<file path="src/sv/crc16_swapped_pair_stream_macros.svh">
// ----------------------------------------------------------------------------
// CRC-16 swapped pair stream: assertion macros
// Concurrent assertion wrappers; empty when SYNTHESIS is defined.
// ----------------------------------------------------------------------------
`ifndef CRC16_SWAPPED_PAIR_STREAM_MACROS_SVH
`define CRC16_SWAPPED_PAIR_STREAM_MACROS_SVH

`ifndef SYNTHESIS
// Property checked on the rising clock, off while reset is asserted.
`define CRC_ASSERT(label, clk, rst_n, prop, msg) \
  label: assert property (@(posedge clk) disable iff (!rst_n) prop) else $error(msg);
// Property checked on the rising clock, also during reset.
`define CRC_ASSERT_ALWAYS(label, clk, prop, msg) \
  label: assert property (@(posedge clk) prop) else $error(msg);
`else
`define CRC_ASSERT(label, clk, rst_n, prop, msg)
`define CRC_ASSERT_ALWAYS(label, clk, prop, msg)
`endif

`endif

</file>
<file path="src/sv/crc16cms_pkg.sv">
// ----------------------------------------------------------------------------
// CRC-16 swapped pair stream: package
// Shared types, constants and the byte fold of the CRC-16 (poly 0x8005).
// ----------------------------------------------------------------------------
`default_nettype none

package crc16cms_pkg;

  localparam logic [15:0] CRC_INIT = 16'hFFFF;
  localparam logic [15:0] CRC_POLY = 16'h8005;

  // One accepted input beat.
  typedef struct packed {
    logic [7:0] data_byte;
    logic       last_byte;
  } in_item_t;

  // Result handed from the core to the output register.
  typedef struct packed {
    logic        valid;
    logic [15:0] crc_value;
  } crc_res_t;

  // Fold one byte into the CRC, MSB first, not reflected.
  function automatic logic [15:0] fold_byte(logic [15:0] crc, logic [7:0] b);
    logic [15:0] r;
    r = crc ^ {b, 8'h00};
    for (int i = 0; i < 8; i++) begin
      if (r[15]) begin
        r = {r[14:0], 1'b0} ^ CRC_POLY;
      end else begin
        r = {r[14:0], 1'b0};
      end
    end
    return r;
  endfunction

endpackage

`default_nettype wire

</file>
<file path="src/sv/crc16cms_in_reg.sv">
// ----------------------------------------------------------------------------
// CRC-16 swapped pair stream: input register
// Captures one input beat and holds it until the core takes it.
// ----------------------------------------------------------------------------
`default_nettype none

module crc16cms_in_reg (
  input  wire logic                  clk_i,
  input  wire logic                  rst_ni,
  input  wire logic                  valid_i,
  output logic                       ready_o,
  input  wire crc16cms_pkg::in_item_t item_i,
  output logic                       valid_o,
  output crc16cms_pkg::in_item_t     item_o,
  input  wire logic                  take_i
);

  logic                   valid_q, valid_d;
  crc16cms_pkg::in_item_t item_q;

  // Free when empty or when the held beat leaves this cycle.
  assign ready_o = !valid_q || take_i;

  always_comb begin
    valid_d = valid_q;
    if (ready_o) begin
      valid_d = valid_i;
    end
  end

  always_ff @(posedge clk_i or negedge rst_ni) begin
    if (!rst_ni) begin
      valid_q <= 1'b0;
    end else begin
      valid_q <= valid_d;
    end
  end

  always_ff @(posedge clk_i) begin
    if (ready_o && valid_i) begin
      item_q <= item_i;
    end
  end

  assign valid_o = valid_q;
  assign item_o  = item_q;

endmodule

`default_nettype wire

</file>
<file path="src/sv/crc16cms_core.sv">
// ----------------------------------------------------------------------------
// CRC-16 swapped pair stream: CRC core
// Holds the running CRC and the even-position byte; folds pairs swapped.
// ----------------------------------------------------------------------------
`default_nettype none

`include "crc16_swapped_pair_stream_macros.svh"

module crc16cms_core (
  input  wire logic                   clk_i,
  input  wire logic                   rst_ni,
  input  wire logic                   valid_i,
  input  wire crc16cms_pkg::in_item_t item_i,
  input  wire logic                   out_space_i,
  output logic                        take_o,
  output crc16cms_pkg::crc_res_t      res_o
);

  logic [15:0] crc_q, crc_d;
  logic        byte_held_q, byte_held_d;
  logic [7:0]  held_byte_q;
  logic [15:0] crc_next;

  // A beat that ends a message needs room for its result.
  assign take_o = valid_i && (!item_i.last_byte || out_space_i);

  always_comb begin
    if (byte_held_q) begin
      crc_next = crc16cms_pkg::fold_byte(
                   crc16cms_pkg::fold_byte(crc_q, item_i.data_byte), held_byte_q);
    end else if (item_i.last_byte) begin
      crc_next = crc16cms_pkg::fold_byte(crc_q, item_i.data_byte);
    end else begin
      crc_next = crc_q;
    end
  end

  always_comb begin
    crc_d       = crc_q;
    byte_held_d = byte_held_q;
    if (take_o) begin
      if (item_i.last_byte) begin
        crc_d       = crc16cms_pkg::CRC_INIT;
        byte_held_d = 1'b0;
      end else begin
        crc_d       = crc_next;
        byte_held_d = !byte_held_q;
      end
    end
  end

  assign res_o.valid     = take_o && item_i.last_byte;
  assign res_o.crc_value = crc_next;

  always_ff @(posedge clk_i or negedge rst_ni) begin
    if (!rst_ni) begin
      crc_q       <= crc16cms_pkg::CRC_INIT;
      byte_held_q <= 1'b0;
    end else begin
      crc_q       <= crc_d;
      byte_held_q <= byte_held_d;
    end
  end

  always_ff @(posedge clk_i) begin
    if (take_o && !byte_held_q && !item_i.last_byte) begin
      held_byte_q <= item_i.data_byte;
    end
  end

  `CRC_ASSERT(a_end_clears_hold, clk_i, rst_ni, (take_o && item_i.last_byte) |=> !byte_held_q, "pending byte survived end of message")
  `CRC_ASSERT(a_end_restarts_crc, clk_i, rst_ni, (take_o && item_i.last_byte) |=> (crc_q == crc16cms_pkg::CRC_INIT), "CRC not restarted after message")
  `CRC_ASSERT(a_even_byte_held, clk_i, rst_ni, (take_o && !item_i.last_byte && !byte_held_q) |=> byte_held_q, "even byte not held")
  `CRC_ASSERT(a_idle_stable, clk_i, rst_ni, !take_o |=> ($stable(crc_q) && $stable(byte_held_q)), "CRC state moved without a beat")

endmodule

`default_nettype wire

</file>
<file path="src/sv/crc16cms_out_reg.sv">
// ----------------------------------------------------------------------------
// CRC-16 swapped pair stream: output register
// Holds a finished CRC until the downstream side takes it.
// ----------------------------------------------------------------------------
`default_nettype none

module crc16cms_out_reg (
  input  wire logic                   clk_i,
  input  wire logic                   rst_ni,
  input  wire crc16cms_pkg::crc_res_t res_i,
  output logic                        space_o,
  output logic                        valid_o,
  input  wire logic                   ready_i,
  output logic [15:0]                 crc_value_o
);

  logic        valid_q, valid_d;
  logic [15:0] crc_q;

  // Room when empty or when the held result leaves this cycle.
  assign space_o = !valid_q || ready_i;

  always_comb begin
    valid_d = valid_q;
    if (space_o) begin
      valid_d = res_i.valid;
    end
  end

  always_ff @(posedge clk_i or negedge rst_ni) begin
    if (!rst_ni) begin
      valid_q <= 1'b0;
    end else begin
      valid_q <= valid_d;
    end
  end

  always_ff @(posedge clk_i) begin
    if (space_o && res_i.valid) begin
      crc_q <= res_i.crc_value;
    end
  end

  assign valid_o     = valid_q;
  assign crc_value_o = crc_q;

endmodule

`default_nettype wire

</file>
<file path="src/sv/crc16_swapped_pair_stream.sv">
// ----------------------------------------------------------------------------
// CRC-16 swapped pair stream
// Byte-stream CRC-16 (poly 0x8005, init 0xFFFF, no reflection, no final XOR).
// ----------------------------------------------------------------------------
// Feed a message one byte per beat on the slave side, with tlast on its final
// byte; in the cycle after the core takes that byte, the finished CRC appears
// on the master side as a single beat. Bytes are folded in swapped pairs: the
// byte at an even position waits until its odd partner arrives, the partner is
// folded first and the held byte second. A lone trailing byte of an odd-length
// message is folded by itself. After each message the CRC restarts at 0xFFFF.
// Rate: one beat per clock while no last byte waits for output room; each beat
// is held in the input register, the core folds up to two bytes as it takes a
// beat, and the result sits in the output register from the next cycle. A result
// held by a stalled master side only blocks a later last byte, never the bytes
// in between.
// ----------------------------------------------------------------------------
`default_nettype none

module crc16_swapped_pair_stream (
  input  wire logic        clk_i,
  input  wire logic        rst_ni,
  // Slave side: message bytes.
  input  wire logic        s_axis_tvalid_i,
  output logic             s_axis_tready_o,
  input  wire logic [7:0]  s_axis_tdata_i,   // [7:0] data_byte
  input  wire logic        s_axis_tlast_i,   // last_byte
  // Master side: finished CRC.
  output logic             m_axis_tvalid_o,
  input  wire logic        m_axis_tready_i,
  output logic [15:0]      m_axis_tdata_o    // [15:0] crc_value
);

  crc16cms_pkg::in_item_t in_item;
  crc16cms_pkg::in_item_t reg_item;
  crc16cms_pkg::crc_res_t core_res;
  logic                   reg_valid;
  logic                   core_take;
  logic                   out_space;

  assign in_item.data_byte = s_axis_tdata_i;
  assign in_item.last_byte = s_axis_tlast_i;

  // Hold the incoming beat until the core takes it.
  crc16cms_in_reg u_in_reg (
    .clk_i   (clk_i),
    .rst_ni  (rst_ni),
    .valid_i (s_axis_tvalid_i),
    .ready_o (s_axis_tready_o),
    .item_i  (in_item),
    .valid_o (reg_valid),
    .item_o  (reg_item),
    .take_i  (core_take)
  );

  // Advance the CRC; a last byte waits only for room in the output register.
  crc16cms_core u_core (
    .clk_i       (clk_i),
    .rst_ni      (rst_ni),
    .valid_i     (reg_valid),
    .item_i      (reg_item),
    .out_space_i (out_space),
    .take_o      (core_take),
    .res_o       (core_res)
  );

  // Hold the finished CRC for the master side.
  crc16cms_out_reg u_out_reg (
    .clk_i       (clk_i),
    .rst_ni      (rst_ni),
    .res_i       (core_res),
    .space_o     (out_space),
    .valid_o     (m_axis_tvalid_o),
    .ready_i     (m_axis_tready_i),
    .crc_value_o (m_axis_tdata_o)
  );

endmodule

`default_nettype wire
</file>
<file path="config.mk">
export PLATFORM = sky130hd
export DESIGN_NAME = crc16_swapped_pair_stream
export DESIGN_NICKNAME = d
export VERILOG_FILES = /design/src/sv/crc16cms_pkg.sv /design/src/sv/crc16cms_in_reg.sv /design/src/sv/crc16cms_core.sv /design/src/sv/crc16cms_out_reg.sv /design/src/sv/crc16_swapped_pair_stream.sv
export VERILOG_INCLUDE_DIRS = /design/src /design/src/sv
export SDC_FILE = /design/constraint.sdc
export NUM_CORES = 1
export LEC_CHECK = 0
export BUFFER_PORTS_ARGS = -buffer_cell sky130_fd_sc_hd__buf_2
export CAP_MARGIN = 20
export CORE_ASPECT_RATIO = 0.75
export CORE_UTILIZATION = 57
export CTS_CLUSTER_SIZE = 14
export DETAILED_ROUTE_END_ITERATION = 8
export PLACE_DENSITY = 0.75
export SLEW_MARGIN = 20
export SYNTH_ARGS = -nofsm -noshare
export SYNTH_HDL_FRONTEND = slang
export SYNTH_HIERARCHICAL = 1
export SYNTH_SLANG_ARGS = --single-unit
</file>
<file path="constraint.sdc">
create_clock -name clk_i -period 3.3 [get_ports clk_i]
set_input_delay 0.495 -clock clk_i [delete_from_list [all_inputs] [get_ports clk_i]]
set_output_delay 0.495 -clock clk_i [all_outputs]
set_load 0.01 [all_outputs]
</file>
* Word-level counts from Yosys, hierarchy flattened *
Cells that the tools add are included.
Widths: inputs -> output; s select.

operators by class
  multiplexer cells = 56
  reduce and logical (&&, ||, !) cells = 13
  bitwise gates (word level) = 25

operator list
  kind               count
  $mux 16            55
  $not 3->3          23
  $xor 16x16->16     2
  $logic_and 1x1->1  6
  $logic_not 1->1    4
  $logic_or 1x1->1   3
  $mux 1             1

word-level totals
  word-level logic and storage cells = 102
  flip-flop bits (word level) = 52
  input bits = 13

* Logic depth before layout (Yosys ltp) *
Gate-level depths: netlist (run 1).

  depth in word-level cells = 51
  depth in mapped cells = 6

* Modules after synthesis *
Netlist (run 1), hierarchy kept.

modules (own cells, without submodules)
  module            sequential area each (µm²)  cells an instance  instances  area each (µm²)
  crc16cms_core     685.7                       155                1          1706.6
  crc16cms_out_reg  505.5                       20                 1          534.3
  crc16cms_in_reg   295.3                       13                 1          324.1

* Worst setup path after synthesis (run 1) *
OpenSTA, ideal clock, no wires.

  kind = reg2reg
  from = register u_core.crc_q[13]
  to = register u_out_reg.crc_q[0] (netlist: u_out_reg/crc_value_o[0]) (data pin)
  slack = 623 ps
  buffers on the path = 0
  library setup time = 254 ps
  data arrival time = 2423 ps
  cell stages (with the launch flop) = 7
  path through = dfstp_2 xnor2_1 xnor3_2 xnor3_2 xnor3_1 xnor3_1 a21o_1

RTL lines
  element                 RTL line                RTL
  start, declared         crc16cms_core.sv:19     logic [15:0] crc_q, crc_d;
  start signal, assigned  crc16cms_core.sv:57     crc_q <= crc16cms_pkg::CRC_INIT;
  start signal, assigned  crc16cms_core.sv:60     crc_q <= crc_d;
  end signal, assigned    crc16cms_out_reg.sv:40  crc_q <= res_i.crc_value;
  end, declared           crc16cms_out_reg.sv:18  logic [15:0] crc_q;

==> impl_metrics.yaml, run 1 <==
clocking:
  ctsRootBufferMaster: "clkbuf_8"
  post_cts_buffers: 0
  cts_tree: "yes"
  cts_resized: 0
  cts-hold-fix-buffers: 0
  numCtsBuffers: 5
  htree_levels: 2
  clock-sinks: 52
  clockBufferDepth: 2
  insertion_delay_ps: 300
  clk_pin_slew_worst_paths_ps: 90
routing:
  vias: 1551
  dr.pass1.iters: 4
  routedWlPerCell_um: 17.5
  drt_wl_total_um: 4880
  ant_nets: 0
  drcViolationCount: 0
  drt-initial-drc-count: 104
  vias_per_cell: 5.58
layout:
  layout.nets: 235
  multiInputGateArea_mm2: 0.00104
  syn2layout_area_growth_pct: 12.4
  nFillCells: 316
  fin_cells: 278
  final_common_cell: "edfxtp_1"
  layout-drive-gt1-share_pct: 30.0
  final_area_mm2: 0.00288
  seqCellArea_mm2: 0.00149
  antenna_cells: 0
  final_cell_mix: "edfxtp_1 (33), buf_2 (30), xnor2_1 (27)"
logic_synthesis:
  ys_seq_area_share_pct: 58.0
  yosysTopAreaCell: "edfxtp_1"
  syn_avg_cell_area_um2: 13.6
  syn_area_mm2: 0.00256
  ys_top_cells_by_area: "edfxtp_1 (39%), dfstp_2 (16%), xnor2_1 (9.2%)"
  ys_warn_count: 6
  ys_types: 29
  netlist_instances: 188
  yosysTopAreaCellShare_pct: 38.6
  syn-num-nets: 201
  ys_seq_elements: 52
placement:
  place.gp.congestion: 0.964
  placed_area_mm2: 0.00280
  dpl.hpwl_um: 3580
  io_buffers: 30
  dp.cells: 270
sta:
  relSlewSlack_pct: 61.4
  finalClockSkew_ps: 9.06
  setup_tns_ps: 0
  fin_crit_ps: 2850
  tightest_slew_ps: 580
  post-route-period-util_pct: 86.5
  drv_slew: 0
  hold_ws_ps: 141
  rsz0062_at_grt: "no"
  clock.fmax_ghz: 0.350
  setup_viol: 0
  timing_hold_violations_final: 0
critical_path:
  endpoint_kind: "flop"
  cp-start-kind: "flop"
  crit_path_top_delay_cell: "xnor3_2"
  critPathBufInv: 0
  cpLargestDelayFamily: "XOR/XNOR gates"
  cp.required_ps: 3350
  crit_type: "reg2reg"
  path_cells: "xnor2_1 > xnor3_2 > xnor3_2 > xnor3_1 > xnor3_1 > a21o_1"
  cp_max_fo: 4
  slowest_delay_ps: 560
  cp.arrival_ps: 2910
die:
  num_rows: 20
  die-width_um: 79.5
  die_area_mm2: 0.00478
  core_mm2: 0.00418
  ios: 31
  die_h_um: 60.1
  initial_core_util_pct: 61.4
global_routing:
  grt_overflow: 0
  antenna_found_initial: 0
  grt_pass1_wl_um: 8050
  grt_pass1_vias: 1616
  grt.total_usage_pct: 23.6
  grt_max_degree: 23
pwr:
  powerDensity_mw_per_mm2: 1070
  max-vdd-ir-drop_v: 0.000579
  leakagePower_nw: 1.10
  p_total_w: 0.00307
outcome:
  outcome: "finished, final reports clean"
min_path:
  hold_class: "in2async"
run:
  maxCapViolations: 0
[metal layers]
layer | share of wire [%] | GRT usage (%) | vias to the layer above | wire length, um
li1 | - | - | 742 | -
met5 | 0 | 0 | - | 0
met2 | 47 | 38.2 | 65 | 2280
met1 | 46 | 31.6 | 740 | 2240
met3 | 6.8 | 6.41 | 4 | 333
met4 | 0.51 | 7.01 | 0 | 25
[through the flow]
step	utilization [%]	setup WS (ps)
floorplan	-	623
global placement	66.9	550
detailed placement	66.9	478
CTS	69.0	448
global route	69.0	301
finish	69.0	447
[cell type report]
| class | count | area share [%] |
|---|---|---|
| Clock buffer | 5 | 2.39 |
| Clock inverter | 3 | 0.651 |
| Inverter | 1 | 0.130 |
| Multi-Input combinational cell | 126 | 36.1 |
| Sequential cell | 52 | 51.6 |
| Tap cell | 55 | 2.39 |
| Timing Repair Buffer | 36 | 6.77 |
[kinds of logic (layout without fill, tap and decap cells)]
logic type | after synthesis | in the layout | share of synthesized area (%)
DFF | 52 | 52 | 58.0
xor gates and xnor gates | 44 | 44 | 19.6
AOI/OAI and AO/OA | 45 | 45 | 12.1
buffers and inverters | 10 | 45 | 1.46
muxes | 5 | 5 | 1.95
and+or+nand+nor | 32 | 32 | 6.88
[registers in the layout, indices dropped and copies added (netlist names)]
name	flops
u_core/crc_q	16
u_out_reg/crc_value_o	16
u_in_reg/valid_o	1
u_in_reg/item_o	9
u_core/byte_held_q	1
u_core/held_byte_q	8
u_out_reg/valid_o	1
[synth_stat cells]
library cell,number
xor2_4,1
o22a_1,14
a22oi_1,1
edfxtp_1,33
o21a_1,1
xor2_1,9
a41oi_1,1
nor2_1,8
clkbuf_1,6
dfstp_2,16
inv_1,1
nand3_1,1
and2_4,2
nor2b_1,7
a21oi_1,12
nand2_1,9
nand2b_1,2
mux2i_1,5
and3_1,1
a21o_1,1
nand2b_4,2
o21ai_0,7
xnor3_2,2
buf_1,3
xnor2_1,27
dfrtp_1,3
xnor3_1,5
o22a_2,1
a211oi_1,7
[report_power, final]
part | switching [W] | internal [W] | total [W] | leakage [nW]
Clock | 0.000196 | 0.000147 | 0.000342 | 0.0378
Combinational | 0.000812 | 0.000861 | 0.00167 | 0.549
Sequential | 0.000116 | 0.000941 | 0.00106 | 0.512
[final timing paths]
check / start / slack, ps / to / cells after the start
worst max-delay path: u_in_reg/item_o[6] / 450 / u_out_reg/crc_value_o[0] / 6
worst max register to register: u_in_reg/item_o[6] / 450 / u_out_reg/crc_value_o[0] / 6
max in group asynchronous: rst_ni / 2810 / u_core/crc_q[5] / 1
worst min-delay path: rst_ni / 140 / u_out_reg/valid_o / 1
min in group clk_i: s_axis_tdata_i[3] / 370 / u_in_reg/item_o[4] / 1
worst min register to register: u_in_reg/item_o[6] / 490 / u_core/held_byte_q[5] / 0
No activity file was read; power rests on OpenSTA's default activity.
==> inputs of run 2 (changes only) <==
--- a/config.mk
+++ b/config.mk
@@ -9,10 +9,10 @@
 export BUFFER_PORTS_ARGS = -buffer_cell sky130_fd_sc_hd__buf_2
 export CAP_MARGIN = 20
 export CORE_ASPECT_RATIO = 0.75
-export CORE_UTILIZATION = 57
+export CORE_UTILIZATION = 35
 export CTS_CLUSTER_SIZE = 14
 export DETAILED_ROUTE_END_ITERATION = 8
-export PLACE_DENSITY = 0.75
+export PLACE_DENSITY = 0.5
 export SLEW_MARGIN = 20
 export SYNTH_ARGS = -nofsm -noshare
 export SYNTH_HDL_FRONTEND = slang
==> run 2 against run 1 <==
Compared with the run above: first-iteration DRC count decreased by 42%; global-route usage shrank 9.0 points; non-clock buffer count grew 2; die area grew 61%; hold slack worse by 0.99 ps; sequential power hardly changed; register-to-register slack worse by 30 ps; clock skew barely moved; total power up 1.5%; largest cell class unchanged; highest routed layer unchanged.
==> impl_metrics.yaml, run 2 (same netlist as run 1, synthesis figures left out) <==
die:
  num_rows: 26
  die_h_um: 76.1
  initial_core_util_pct: 36.8
  die-width_um: 101
  die_area_mm2: 0.00768
  core_mm2: 0.00696
  ios: 31
sta:
  clock.fmax_ghz: 0.347
  drv_slew: 0
  rsz0062_at_grt: "no"
  finalClockSkew_ps: 8.79
  tightest_slew_ps: 492
  post-route-period-util_pct: 87.3
  setup_tns_ps: 0
  fin_crit_ps: 2880
  setup_viol: 0
  timing_hold_violations_final: 0
  hold_ws_ps: 140
  fin_ws_ps: 420
  relSlewSlack_pct: 67.2
pwr:
  leakagePower_nw: 1.12
  powerDensity_mw_per_mm2: 1050
  max-vdd-ir-drop_v: 0.000407
clocking:
  cts_resized: 0
  cts_tree: "yes"
  ctsRootBufferMaster: "clkbuf_8"
  clock-sinks: 52
  htree_levels: 2
  clockBufferDepth: 2
  clk_pin_slew_worst_paths_ps: 100
  insertion_delay_ps: 300
  numCtsBuffers: 5
  post_cts_buffers: 0
  cts-hold-fix-buffers: 0
critical_path:
  cp_max_fo: 4
  cp-start-kind: "flop"
  crit_type: "reg2reg"
  cp.arrival_ps: 2940
  reg2reg_setup_slack_ps: 420
  endpoint_kind: "flop"
  cp.required_ps: 3360
placement:
  io_buffers: 30
  place.gp.congestion: 0.797
  dpl.hpwl_um: 3870
  placed_area_mm2: 0.00286
  place_ws_ps: 454
global_routing:
  grt_overflow: 0
  grt_max_degree: 21
  grt.total_usage_pct: 14.6
  antenna_found_initial: 0
  grt_pass1_vias: 1463
  grt_pass1_wl_um: 8310
routing:
  vias_per_cell: 4.62
  routedWlPerCell_um: 15.8
  vias: 1491
  dr.pass1.iters: 4
  drt_wl_total_um: 5120
  drcViolationCount: 0
  drt-initial-drc-count: 60
  ant_nets: 0
min_path:
  hold_class: "in2async"
layout:
  final_common_cell: "edfxtp_1"
  syn2layout_area_growth_pct: 15.4
  final_area_mm2: 0.00296
  layout.nets: 237
  layout-drive-gt1-share_pct: 31.1
  antenna_cells: 0
  final_cell_mix: "edfxtp_1 (33), buf_2 (30), xnor2_1 (27)"
outcome:
  outcome: "finished, final reports clean"
run:
  maxCapViolations: 0
run 2: path summary, 6_finish.rpt:
path	cells past startpoint	endpoint	startpoint
max in group asynchronous	1	u_core/crc_q[0]	rst_ni
worst min register to register	0	u_core/held_byte_q[6]	u_in_reg/item_o[7]
worst max-delay path	6	u_out_reg/crc_value_o[0]	u_in_reg/item_o[6]
worst min-delay path	1	u_in_reg/valid_o	rst_ni
min in group clk_i	1	u_in_reg/item_o[7]	s_axis_tdata_i[6]
worst max register to register	6	u_out_reg/crc_value_o[0]	u_in_reg/item_o[6]
run 2: power by group:
group          total [W]  internal (W)  switching [W]
registers        0.00105      0.000940       0.000108
clock network   0.000378      0.000156       0.000222
logic            0.00169      0.000866       0.000824
total            0.00312       0.00196        0.00115
run 2: metal layers:
metal / GRT usage [%] / up-vias / wire [um]
met3: 4.04 / 2 / 265
met4: 3.04 / 0 / 25
met1: 23.5 / 701 / 2780
met5: 0 / - / 0
li1: - / 749 / -
met2: 19.3 / 39 / 2050
run 2: layout make-up:
| type | instances | area [um^2] |
|---|---|---|
| multi-input cells | 126 | 1040 |
| fillers | 686 | 4000 |
| clock buffers | 5 | 68.8 |
| well taps | 98 | 123 |
| flip-flops and latches | 52 | 1490 |
| inverters | 1 | 3.75 |
| clock inverters | 3 | 27.5 |
| repair buffers | 38 | 210 |
run 2: worst max-delay path: stages, from the launching register on:
cell	delay, ps
edfxtp_1	430
xnor2_1	350
xnor3_2	550
xnor3_2	440
xnor3_1	410
xnor3_1	270
a21o_1	190
run 2: stage by stage:
stage          cells  power (W)  utilization (%)
6_report         323    0.00312             42.5
3_3_place_gp     315    0.00274             41.1
3_5_place_dp     315    0.00275             41.1
4_1_cts          323    0.00313             42.5
2_1_floorplan    188    0.00237                -
5_1_grt          323    0.00335             42.5
